$ cat config.mk
export PLATFORM = sky130hd
export DESIGN_NAME = frame_sync_deframer
export DESIGN_NICKNAME = d
export VERILOG_FILES = /design/src/rtl/core/fsd_pkg.sv /design/src/rtl/core/frame_sync_deframer.sv /design/src/rtl/core/fsd_window.sv /design/src/rtl/core/fsd_chunker.sv
export SDC_FILE = /design/constraint.sdc
export NUM_CORES = 2
export LEC_CHECK = 0
export ABC_AREA = 0
export BUFFER_PORTS_ARGS = -buffer_cell sky130_fd_sc_hd__buf_2
export CAP_MARGIN = 0
export CELL_PAD_IN_SITES_DETAIL_PLACEMENT = 1
export CELL_PAD_IN_SITES_GLOBAL_PLACEMENT = 2
export CORE_MARGIN = 2
export CORE_UTILIZATION = 51
export DETAILED_ROUTE_END_ITERATION = 16
export PLACE_DENSITY = 0.89
export SETUP_SLACK_MARGIN = 0.1
export SLEW_MARGIN = 20
export SYNTH_ARGS = -nofsm -noshare
export SYNTH_HDL_FRONTEND = slang
export SYNTH_SLANG_ARGS = --single-unit
$ cat constraint.sdc
create_clock -name clk -period 152.7 [get_ports clk]
set_clock_uncertainty 0.2 [all_clocks]
set_input_delay 7.635 -clock clk [delete_from_list [all_inputs] [get_ports clk]]
set_output_delay 7.635 -clock clk [all_outputs]
set_load 0.05 [all_outputs]
$ cat src/rtl/core/fsd_pkg.sv
// shared types and constants for the frame sync deframer
package fsd_pkg;

	typedef enum logic [1:0] {
		CFG_HEADER_0 = 2'd0,
		CFG_HEADER_1 = 2'd1,
		CFG_FOOTER_0 = 2'd2,
		CFG_FOOTER_1 = 2'd3
	} cfg_idx_t;

	localparam int unsigned HDR_BYTES  = 14;
	localparam int unsigned TAIL_BYTES = 4;

	typedef struct packed {
		logic [31:0] seq;
		logic [63:0] ts;
		logic [31:0] drops;
	} frame_meta_t;

endpackage

$ cat src/rtl/core/frame_sync_deframer.sv
// top level of the frame sync deframer
// Usage: bytes enter on in_valid/in_ready with rx_byte, one beat per byte.
// The front keeps a sliding window of PAYLOAD_BYTES+18 bytes and tests the
// header, footer and 16-bit additive checksum when the window is full, using
// running sums updated each beat.
// A good frame is latched into a one-frame hand-off register and the window
// empties; a bad window drops its oldest byte and bumps discarded_bytes
// (saturating). The back emits ceil(PAYLOAD_BYTES/8) beats on out_valid /
// out_ready, one chunk per cycle while out_ready is high.
// Throughput: one byte per cycle; the front stalls on any byte while a frame
// waits in the hand-off register because the back is still busy, which the
// frame length rules out unless the receiver holds out_ready low.
// Receiver stalls freeze the chunk outputs.
// Configuration: cfg_valid/cfg_ready with cfg_index (0,1 header bytes; 2,3
// footer bytes) and cfg_data, written while idle; always ready.
// Reset clears the window, fill, checksum, discard count and marks to 0.
module frame_sync_deframer #(
	parameter int unsigned PAYLOAD_BYTES = 72
) (
	input  logic        clk,
	input  logic        arst_n,
	input  logic        cfg_valid,
	output logic        cfg_ready,
	input  logic [1:0]  cfg_index,
	input  logic [7:0]  cfg_data,
	input  logic        in_valid,
	output logic        in_ready,
	input  logic [7:0]  rx_byte,
	output logic        out_valid,
	input  logic        out_ready,
	output logic [31:0] sequence_number,
	output logic [63:0] timestamp_ns,
	output logic [3:0]  chunk_index,
	output logic [63:0] payload_chunk,
	output logic        last_chunk,
	output logic [31:0] discarded_bytes
);
	import fsd_pkg::*;

	logic [7:0]                 hdr0_q, hdr1_q, ftr0_q, ftr1_q;
	logic                       frm_valid;
	logic                       frm_ready;
	frame_meta_t                frm_meta;
	logic [PAYLOAD_BYTES*8-1:0] frm_payload;

	assign cfg_ready = 1'b1;

	always_ff @(posedge clk or negedge arst_n) begin
		if (!arst_n) begin
			hdr0_q <= '0;
			hdr1_q <= '0;
			ftr0_q <= '0;
			ftr1_q <= '0;
		end else if (cfg_valid) begin
			case (cfg_idx_t'(cfg_index))
				CFG_HEADER_0: hdr0_q <= cfg_data;
				CFG_HEADER_1: hdr1_q <= cfg_data;
				CFG_FOOTER_0: ftr0_q <= cfg_data;
				CFG_FOOTER_1: ftr1_q <= cfg_data;
				default: ;
			endcase
		end
	end

	fsd_window #(.PAYLOAD_BYTES(PAYLOAD_BYTES)) u_window (
		.clk, .arst_n, .in_valid, .in_ready, .rx_byte,
		.hdr0(hdr0_q), .hdr1(hdr1_q), .ftr0(ftr0_q), .ftr1(ftr1_q),
		.frm_valid, .frm_ready, .frm_meta, .frm_payload
	);

	fsd_chunker #(.PAYLOAD_BYTES(PAYLOAD_BYTES)) u_chunker (
		.clk, .arst_n, .frm_valid, .frm_ready, .frm_meta, .frm_payload,
		.out_valid, .out_ready, .sequence_number, .timestamp_ns, .chunk_index,
		.payload_chunk, .last_chunk, .discarded_bytes
	);

	// a held chunk keeps its index
	a_hold_idx: assert property (@(posedge clk) disable iff (!arst_n)
		out_valid && !out_ready |=> out_valid && $stable(chunk_index))
		else $error("chunk index moved under stall");

	// first chunk of a frame is index zero
	a_first_idx: assert property (@(posedge clk) disable iff (!arst_n)
		$rose(out_valid) |-> chunk_index == 4'd0)
		else $error("frame did not start at chunk zero");

	// the last chunk closes the frame
	a_last_out: assert property (@(posedge clk) disable iff (!arst_n)
		out_valid && out_ready && last_chunk |=> !out_valid || chunk_index == 4'd0)
		else $error("chunk after last without new frame");

endmodule

$ cat src/rtl/core/fsd_window.sv
// front end: sliding byte window, running checksum and frame test
module fsd_window #(
	parameter int unsigned PAYLOAD_BYTES = 72
) (
	input  logic                          clk,
	input  logic                          arst_n,
	input  logic                          in_valid,
	output logic                          in_ready,
	input  logic [7:0]                    rx_byte,
	input  logic [7:0]                    hdr0,
	input  logic [7:0]                    hdr1,
	input  logic [7:0]                    ftr0,
	input  logic [7:0]                    ftr1,
	output logic                          frm_valid,
	input  logic                          frm_ready,
	output fsd_pkg::frame_meta_t          frm_meta,
	output logic [PAYLOAD_BYTES*8-1:0]    frm_payload
);
	import fsd_pkg::*;

	localparam int unsigned WIN_LEN   = PAYLOAD_BYTES + 18;
	localparam int unsigned FILL_W    = $clog2(WIN_LEN + 1);
	localparam int unsigned SUM_LEN   = PAYLOAD_BYTES + 12;
	// checksum span parity decides which parity sum the entering byte joins
	localparam int unsigned SPAN_ODD  = SUM_LEN % 2;

	// shift register, newest byte at index WIN_LEN-1
	logic [7:0]        win_q [WIN_LEN];
	logic [FILL_W-1:0] fill_q;
	logic [31:0]       drops_q;
	// byte sums over window positions 2..SUM_LEN+1, split by position parity
	logic [15:0]       ev_q;
	logic [15:0]       od_q;
	logic              full;
	logic              good;
	logic              accept;
	logic [15:0]       n_ev;
	logic [15:0]       n_od;
	logic [15:0]       span_sum;
	logic [7:0]        nb [WIN_LEN];

	// build the window as it will be with the incoming byte, when a test happens
	always_comb begin
		for (int i = 0; i < WIN_LEN - 1; i++) begin
			nb[i] = win_q[i + 1];
		end
		nb[WIN_LEN - 1] = rx_byte;
	end

	assign full   = (fill_q == FILL_W'(WIN_LEN - 1));
	assign accept = in_valid && in_ready;

	// a shift swaps position parity: odd bytes become even, even bytes lose
	// the one leaving the span and gain or pass on the one entering it
	always_comb begin
		if (SPAN_ODD == 1) begin
			n_ev = od_q + {8'h00, nb[SUM_LEN + 1]};
			n_od = ev_q - {8'h00, win_q[2]};
		end else begin
			n_ev = od_q;
			n_od = ev_q - {8'h00, win_q[2]} + {8'h00, nb[SUM_LEN + 1]};
		end
		// even positions are high bytes of the big-endian words
		span_sum = {n_ev[7:0], 8'h00} + n_od;
	end

	assign good = full && nb[0] == hdr0 && nb[1] == hdr1
		&& nb[WIN_LEN - 2] == ftr0 && nb[WIN_LEN - 1] == ftr1
		&& span_sum == {nb[WIN_LEN - 4], nb[WIN_LEN - 3]};

	// stall only while a frame waits in the hand-off register
	assign in_ready = !(frm_valid && !frm_ready);

	always_ff @(posedge clk or negedge arst_n) begin
		if (!arst_n) begin
			fill_q    <= '0;
			drops_q   <= '0;
			ev_q      <= '0;
			od_q      <= '0;
			frm_valid <= 1'b0;
			for (int i = 0; i < WIN_LEN; i++) begin
				win_q[i] <= '0;
			end
		end else begin
			if (frm_valid && frm_ready) begin
				frm_valid <= 1'b0;
			end
			if (accept) begin
				if (good) begin
					frm_valid <= 1'b1;
					fill_q    <= '0;
					ev_q      <= '0;
					od_q      <= '0;
					for (int i = 0; i < WIN_LEN; i++) begin
						win_q[i] <= '0;
					end
				end else begin
					for (int i = 0; i < WIN_LEN; i++) begin
						win_q[i] <= nb[i];
					end
					ev_q <= n_ev;
					od_q <= n_od;
					if (full) begin
						if (drops_q != '1) begin
							drops_q <= drops_q + 32'd1;
						end
					end else begin
						fill_q <= fill_q + 1'b1;
					end
				end
			end
		end
	end

	// frame hand-off registers, payload needs no reset
	always_ff @(posedge clk) begin
		if (accept && good) begin
			frm_meta.drops <= drops_q;
			for (int i = 0; i < 4; i++) begin
				frm_meta.seq[31 - 8*i -: 8] <= nb[2 + i];
			end
			for (int i = 0; i < 8; i++) begin
				frm_meta.ts[63 - 8*i -: 8] <= nb[6 + i];
			end
			for (int i = 0; i < PAYLOAD_BYTES; i++) begin
				frm_payload[PAYLOAD_BYTES*8 - 1 - 8*i -: 8] <= nb[HDR_BYTES + i];
			end
		end
	end

endmodule

$ cat src/rtl/core/fsd_chunker.sv
// back end: splits one frame into 64-bit payload chunks
module fsd_chunker #(
	parameter int unsigned PAYLOAD_BYTES = 72
) (
	input  logic                       clk,
	input  logic                       arst_n,
	input  logic                       frm_valid,
	output logic                       frm_ready,
	input  fsd_pkg::frame_meta_t       frm_meta,
	input  logic [PAYLOAD_BYTES*8-1:0] frm_payload,
	output logic                       out_valid,
	input  logic                       out_ready,
	output logic [31:0]                sequence_number,
	output logic [63:0]                timestamp_ns,
	output logic [3:0]                 chunk_index,
	output logic [63:0]                payload_chunk,
	output logic                       last_chunk,
	output logic [31:0]                discarded_bytes
);
	import fsd_pkg::*;

	localparam int unsigned NUM_CHUNKS = (PAYLOAD_BYTES + 7) / 8;
	localparam int unsigned PAD_W      = NUM_CHUNKS * 64;
	localparam int unsigned CNT_W      = $clog2(NUM_CHUNKS + 1);

	logic [PAD_W-1:0]  buf_q;
	frame_meta_t       meta_q;
	logic              busy_q;
	logic [CNT_W-1:0]  cnt_q;
	logic              step;

	assign frm_ready = !busy_q;
	assign step      = out_valid && out_ready;

	always_ff @(posedge clk or negedge arst_n) begin
		if (!arst_n) begin
			busy_q    <= 1'b0;
			cnt_q     <= '0;
			out_valid <= 1'b0;
		end else begin
			if (frm_valid && frm_ready) begin
				busy_q    <= 1'b1;
				cnt_q     <= '0;
				out_valid <= 1'b1;
			end else if (step) begin
				if (cnt_q == CNT_W'(NUM_CHUNKS - 1)) begin
					busy_q    <= 1'b0;
					out_valid <= 1'b0;
				end else begin
					cnt_q <= cnt_q + 1'b1;
				end
			end
		end
	end

	always_ff @(posedge clk) begin
		if (frm_valid && frm_ready) begin
			meta_q <= frm_meta;
			// a partial last chunk is padded with zero low bytes
			buf_q  <= PAD_W'(frm_payload) << (PAD_W - PAYLOAD_BYTES*8);
		end else if (step) begin
			buf_q <= buf_q << 64;
		end
	end

	assign sequence_number = meta_q.seq;
	assign timestamp_ns    = meta_q.ts;
	assign discarded_bytes = meta_q.drops;
	assign chunk_index     = 4'(cnt_q);
	assign payload_chunk   = buf_q[PAD_W-1 -: 64];
	assign last_chunk      = (cnt_q == CNT_W'(NUM_CHUNKS - 1));

endmodule

==> impl_metrics.toml <==
[clocking]
clk_pin_slew_ns = 0.07
cts-root-buf = "clkbuf_16"
ctsResizeCount = 0
htree_levels = 4
cts_tree = "yes"
clock_latency_ns = 0.86
cts.sinks = 2229
postCtsHoldBufs = 0
cts_buffers = 209
clk_path_buf_depth = 3
post_cts_buffers = 0

[setup_path]
crit_arrival_ns = 13.53
r2r_start = "u_window.nb[706]"
critPathMostFrequentCell = "buf_4"
endpoint_kind = "flip-flop"
crit_path_max_fanout = 162
path_cells = "buf_2 -> xnor2_1 -> nand4_1 -> nor4_1 -> nand4_1 -> nor3_1 -> nand4b_1 -> a211oi_4 -> buf_4 -> buf_4 -> buf_4 -> buf_12"
rrSetupSlack_ns = 142.30
r2r-end = "u_window.frm_payload[540]"
max_stage_delay_ns = 0.90
worst-path-buf-inv = 5
worst-setup-path-type = "in -> reg"
startpoint_type = "primary input"
worstPathRequired_ns = 152.93
worstRegToRegCells = 25
slowest_stage = "buf_4"
cp_top_family = "buffers and inverters"

[timing]
hold_violations = 0
relSlewSlack_pct = 27.15
tightest_slew_ns = 1.093
setup_viol_count_final = 0
slew_violations = 0
fin_crit_ns = 13.30
grt_setup_unrepaired = "no"
fmaxAchievable_mhz = 75.20
fin_crit_sh_pct = 8.709
final.setup.tns_ns = 0

[pwr]
finalPower_mw = 1.442
leakage_nw = 33.40
power.density_nw_per_um2 = 15.99
ir_drop_mv = 0.01352

[synthesis]
synth_edf_count = 1408
avgSynthCellArea_um2 = 18.46
muxShareOfSynthArea_pct = 7.643
ys_seq_area_share_pct = 78.11
ys_ff_latch = 2229
synth_xor_area_share_pct = 1.140
yosysWarnings = 0
async_flop_share_pct = 36.83
synth_top_family_by_area = "compound AO/OA/AOI/OAI gates"
synth-compound-area-share_pct = 8.579
synth_cell_types = 56
synthSimpleGateAreaFrac_pct = 1.770
netlist_area_um2 = 80430
synth.net_count = 4418
synth-main-ff-cell = "edfxtp_1"
synth_adder_area_share_pct = 0.6596
syn-instance-count = 4358

[finish]
instances_no_fill = 6785
fill_cells = 13410
antennaDiodeCount = 0
drive_above_1_share_pct = 24.22
final_nets = 4601
area_growth_syn_to_layout_pct = 12.14

[run_status]
status = "completed"

[grt]
track_usage_pct = 23.04
grt_pass1_wl_um = 283200
grt_pass1_vias = 43870
grt_start_max_net_pins = 178
grt_overflow = 0
antenna_found_initial = 0

[min_path]
hp-class = "reg -> reg"
hold_depth = 0
min_to = "u_chunker.sequence_number[6]"
worstHoldStart = "u_window.frm_meta[102]"

[die]
die_y_um = 401.1
row_count = 145
start_util_pct = 51.43
io_pins = 223
die_area_um2 = 160900
core-area_um2 = 156400
fp.dieW_um = 401.1

[routing]
ant_nets = 0
dr.pass1.iters = 5
wire_per_inst_um = 27.18
avgViaCountPerCell = 5.853
drt_drc_violations_left = 0
vias = 39710
wirelength_um = 184400
drt_iter0_drc = 3335

[placed_design]
port_buffers = 221
place_congestion = 0.8325
place_inst = 6387
hpwl_um = 100400

[flow_run]
max_cap_viol_count = 0
cells in the mapped netlist (2+ instances only):
library cell  number  share of area (%)
edfxtp_1        1408                 53
dfrtp_1          821                 26
a22o_1           707                7.7
mux2_2           545                7.6
clkbuf_1         151               0.70
buf_2             78               0.49
buf_4             69               0.64
and2_1            66               0.51
xnor2_1           61               0.66
nand2_1           59               0.28
inv_1             54               0.25
xor2_1            41               0.45
o21ai_0           39               0.24
nor2_1            30               0.14
ha_1              28               0.44
nand3_1           26               0.16
nand4_1           25               0.19
nor3_1            22               0.14
a21oi_1           19               0.12
nor4_1            12              0.093
a21o_1            10              0.093
and3_1            10              0.078
fa_1               9               0.22
o21ai_1            8              0.050
a211oi_1           4              0.037
nand2b_1           4              0.031
o211ai_1           4              0.037
nand3b_1           3              0.028
nor2b_1            3              0.023
o21a_1             3              0.028
o21bai_1           3              0.028
or2_1              3              0.023
a2111o_1           2              0.028
a2111oi_0          2              0.022
a31oi_1            2              0.016
nand4b_1           2              0.022
o2111ai_1          2              0.022
o311a_1            2              0.025
o311ai_1           2              0.022
or2_2              2              0.016
or3_1              2              0.016
worst reg2reg max path, stage by stage (launching register included):
cell and delay (ns):
dfrtp_1 0.55, fa_1 0.59, inv_1 0.05, ha_1 0.35
a211oi_1 0.39, o21bai_1 0.17, a21oi_1 0.27, nor2b_1 0.08
nor2_1 0.21, inv_1 0.07, a21oi_1 0.20, xnor2_1 0.25
ha_1 0.25, inv_1 0.06, fa_1 0.45, xor2_1 0.18
xnor2_1 0.15, nor3_1 0.47, nand4_1 0.29, nor3_1 0.26
nand4b_1 0.18, a211oi_4 0.80, buf_4 0.90, buf_4 0.86
buf_4 0.89, buf_12 0.78
cells by family (layout without fill, tap and decap cells):
kind of cell | count (synthesis) | in the layout
other | 1 | 1
AOI/OAI and AO/OA | 818 | 818
buffers and inverters | 353 | 722
adders and majority gates | 37 | 37
DFF | 2229 | 2229
muxes | 546 | 546
and+or+nand+nor | 271 | 271
xor gates and xnor gates | 103 | 103
cell type report:
class	count	area [µm²]	area share [%]
Sequential cell	2229	62830	69.65
Multi-Input combinational cell	1776	15970	17.70
Clock buffer	307	5961	6.608
Tap cell	2058	2575	2.855
Timing Repair Buffer	271	1619	1.795
Clock inverter	90	1050	1.164
Inverter	54	202.7	0.2247
flip-flops by register name, summed over array words and instances (netlist names):
| signal | flops |
|---|---|
| u_chunker.discarded_bytes | 32 |
| u_window.frm_payload | 576 |
| ftr1_q | 8 |
| u_window.frm_valid | 1 |
| u_window.drops_q | 32 |
| hdr1_q | 8 |
| u_chunker.out_valid | 1 |
| u_window.n_ev | 16 |
| ftr0_q | 8 |
| u_chunker.sequence_number | 32 |
| u_chunker.chunk_index | 4 |
| u_window.ev_q | 16 |
| u_window.frm_meta | 128 |
| u_chunker.buf_q | 576 |
| hdr0_q | 8 |
| u_chunker.timestamp_ns | 64 |
| u_window.nb | 712 |
| u_window.fill_q | 7 |
report_power, final:
| part | switching (mW) | internal (mW) | total [mW] |
|---|---|---|---|
| logic | 0.113 | 0.0665 | 0.179 |
| clock network | 0.233 | 0.300 | 0.532 |
| registers | 0.0294 | 0.701 | 0.731 |
| total | 0.375 | 1.07 | 1.44 |
cells in the final DEF, fill, tap and decap left out, drive strengths merged, types with 47 or more instances in the layout:
master / synthesis / final
clkbuf: 151 / 307
clkinv: 0 / 58
edfxtp: 1408 / 1408
inv: 54 / 62
and2: 66 / 66
nand2: 59 / 59
xnor2: 61 / 61
o21ai: 47 / 47
mux2: 545 / 545
dfrtp: 821 / 821
buf: 148 / 271
a22o: 707 / 707
metrics by stage:
stage,instance area [µm²],setup WS [ns],hold slack (ns),util [%]
2_1_floorplan,80430,90.10,0.2003,-
3_3_place_gp,83150,138.58,0.2015,53.17
3_5_place_dp,83150,138.53,0.2056,53.17
4_1_cts,90160,139.39,0.2058,57.65
5_1_grt,90200,138.97,0.2145,57.68
6_report,90200,139.40,0.2044,57.68
worst max path at each step:
stage	startpoint	slack [ns]	to	depth (start not counted)
floorplan	rx_byte[4]	90.10	u_window.frm_meta[0]	7
global placement	rx_byte[7]	138.58	u_window.frm_meta[38]	12
detailed placement	rx_byte[7]	138.53	u_window.frm_payload[490]	12
CTS	rx_byte[7]	139.39	u_window.frm_payload[540]	12
global route	rx_byte[7]	138.97	u_window.frm_payload[540]	12
finish	rx_byte[7]	139.40	u_window.frm_payload[540]	12
metal layers:
metal / GRT usage (%) / share of wire, % / vias to the layer above
li1: - / - / 17130
met1: 29.57 / 41 / 21260
met2: 39.83 / 52 / 993
met3: 3.529 / 3.9 / 326
met4: 8.481 / 3.5 / 0
met5: 0 / 0 / -
No activity file was read; power rests on OpenSTA's default activity.
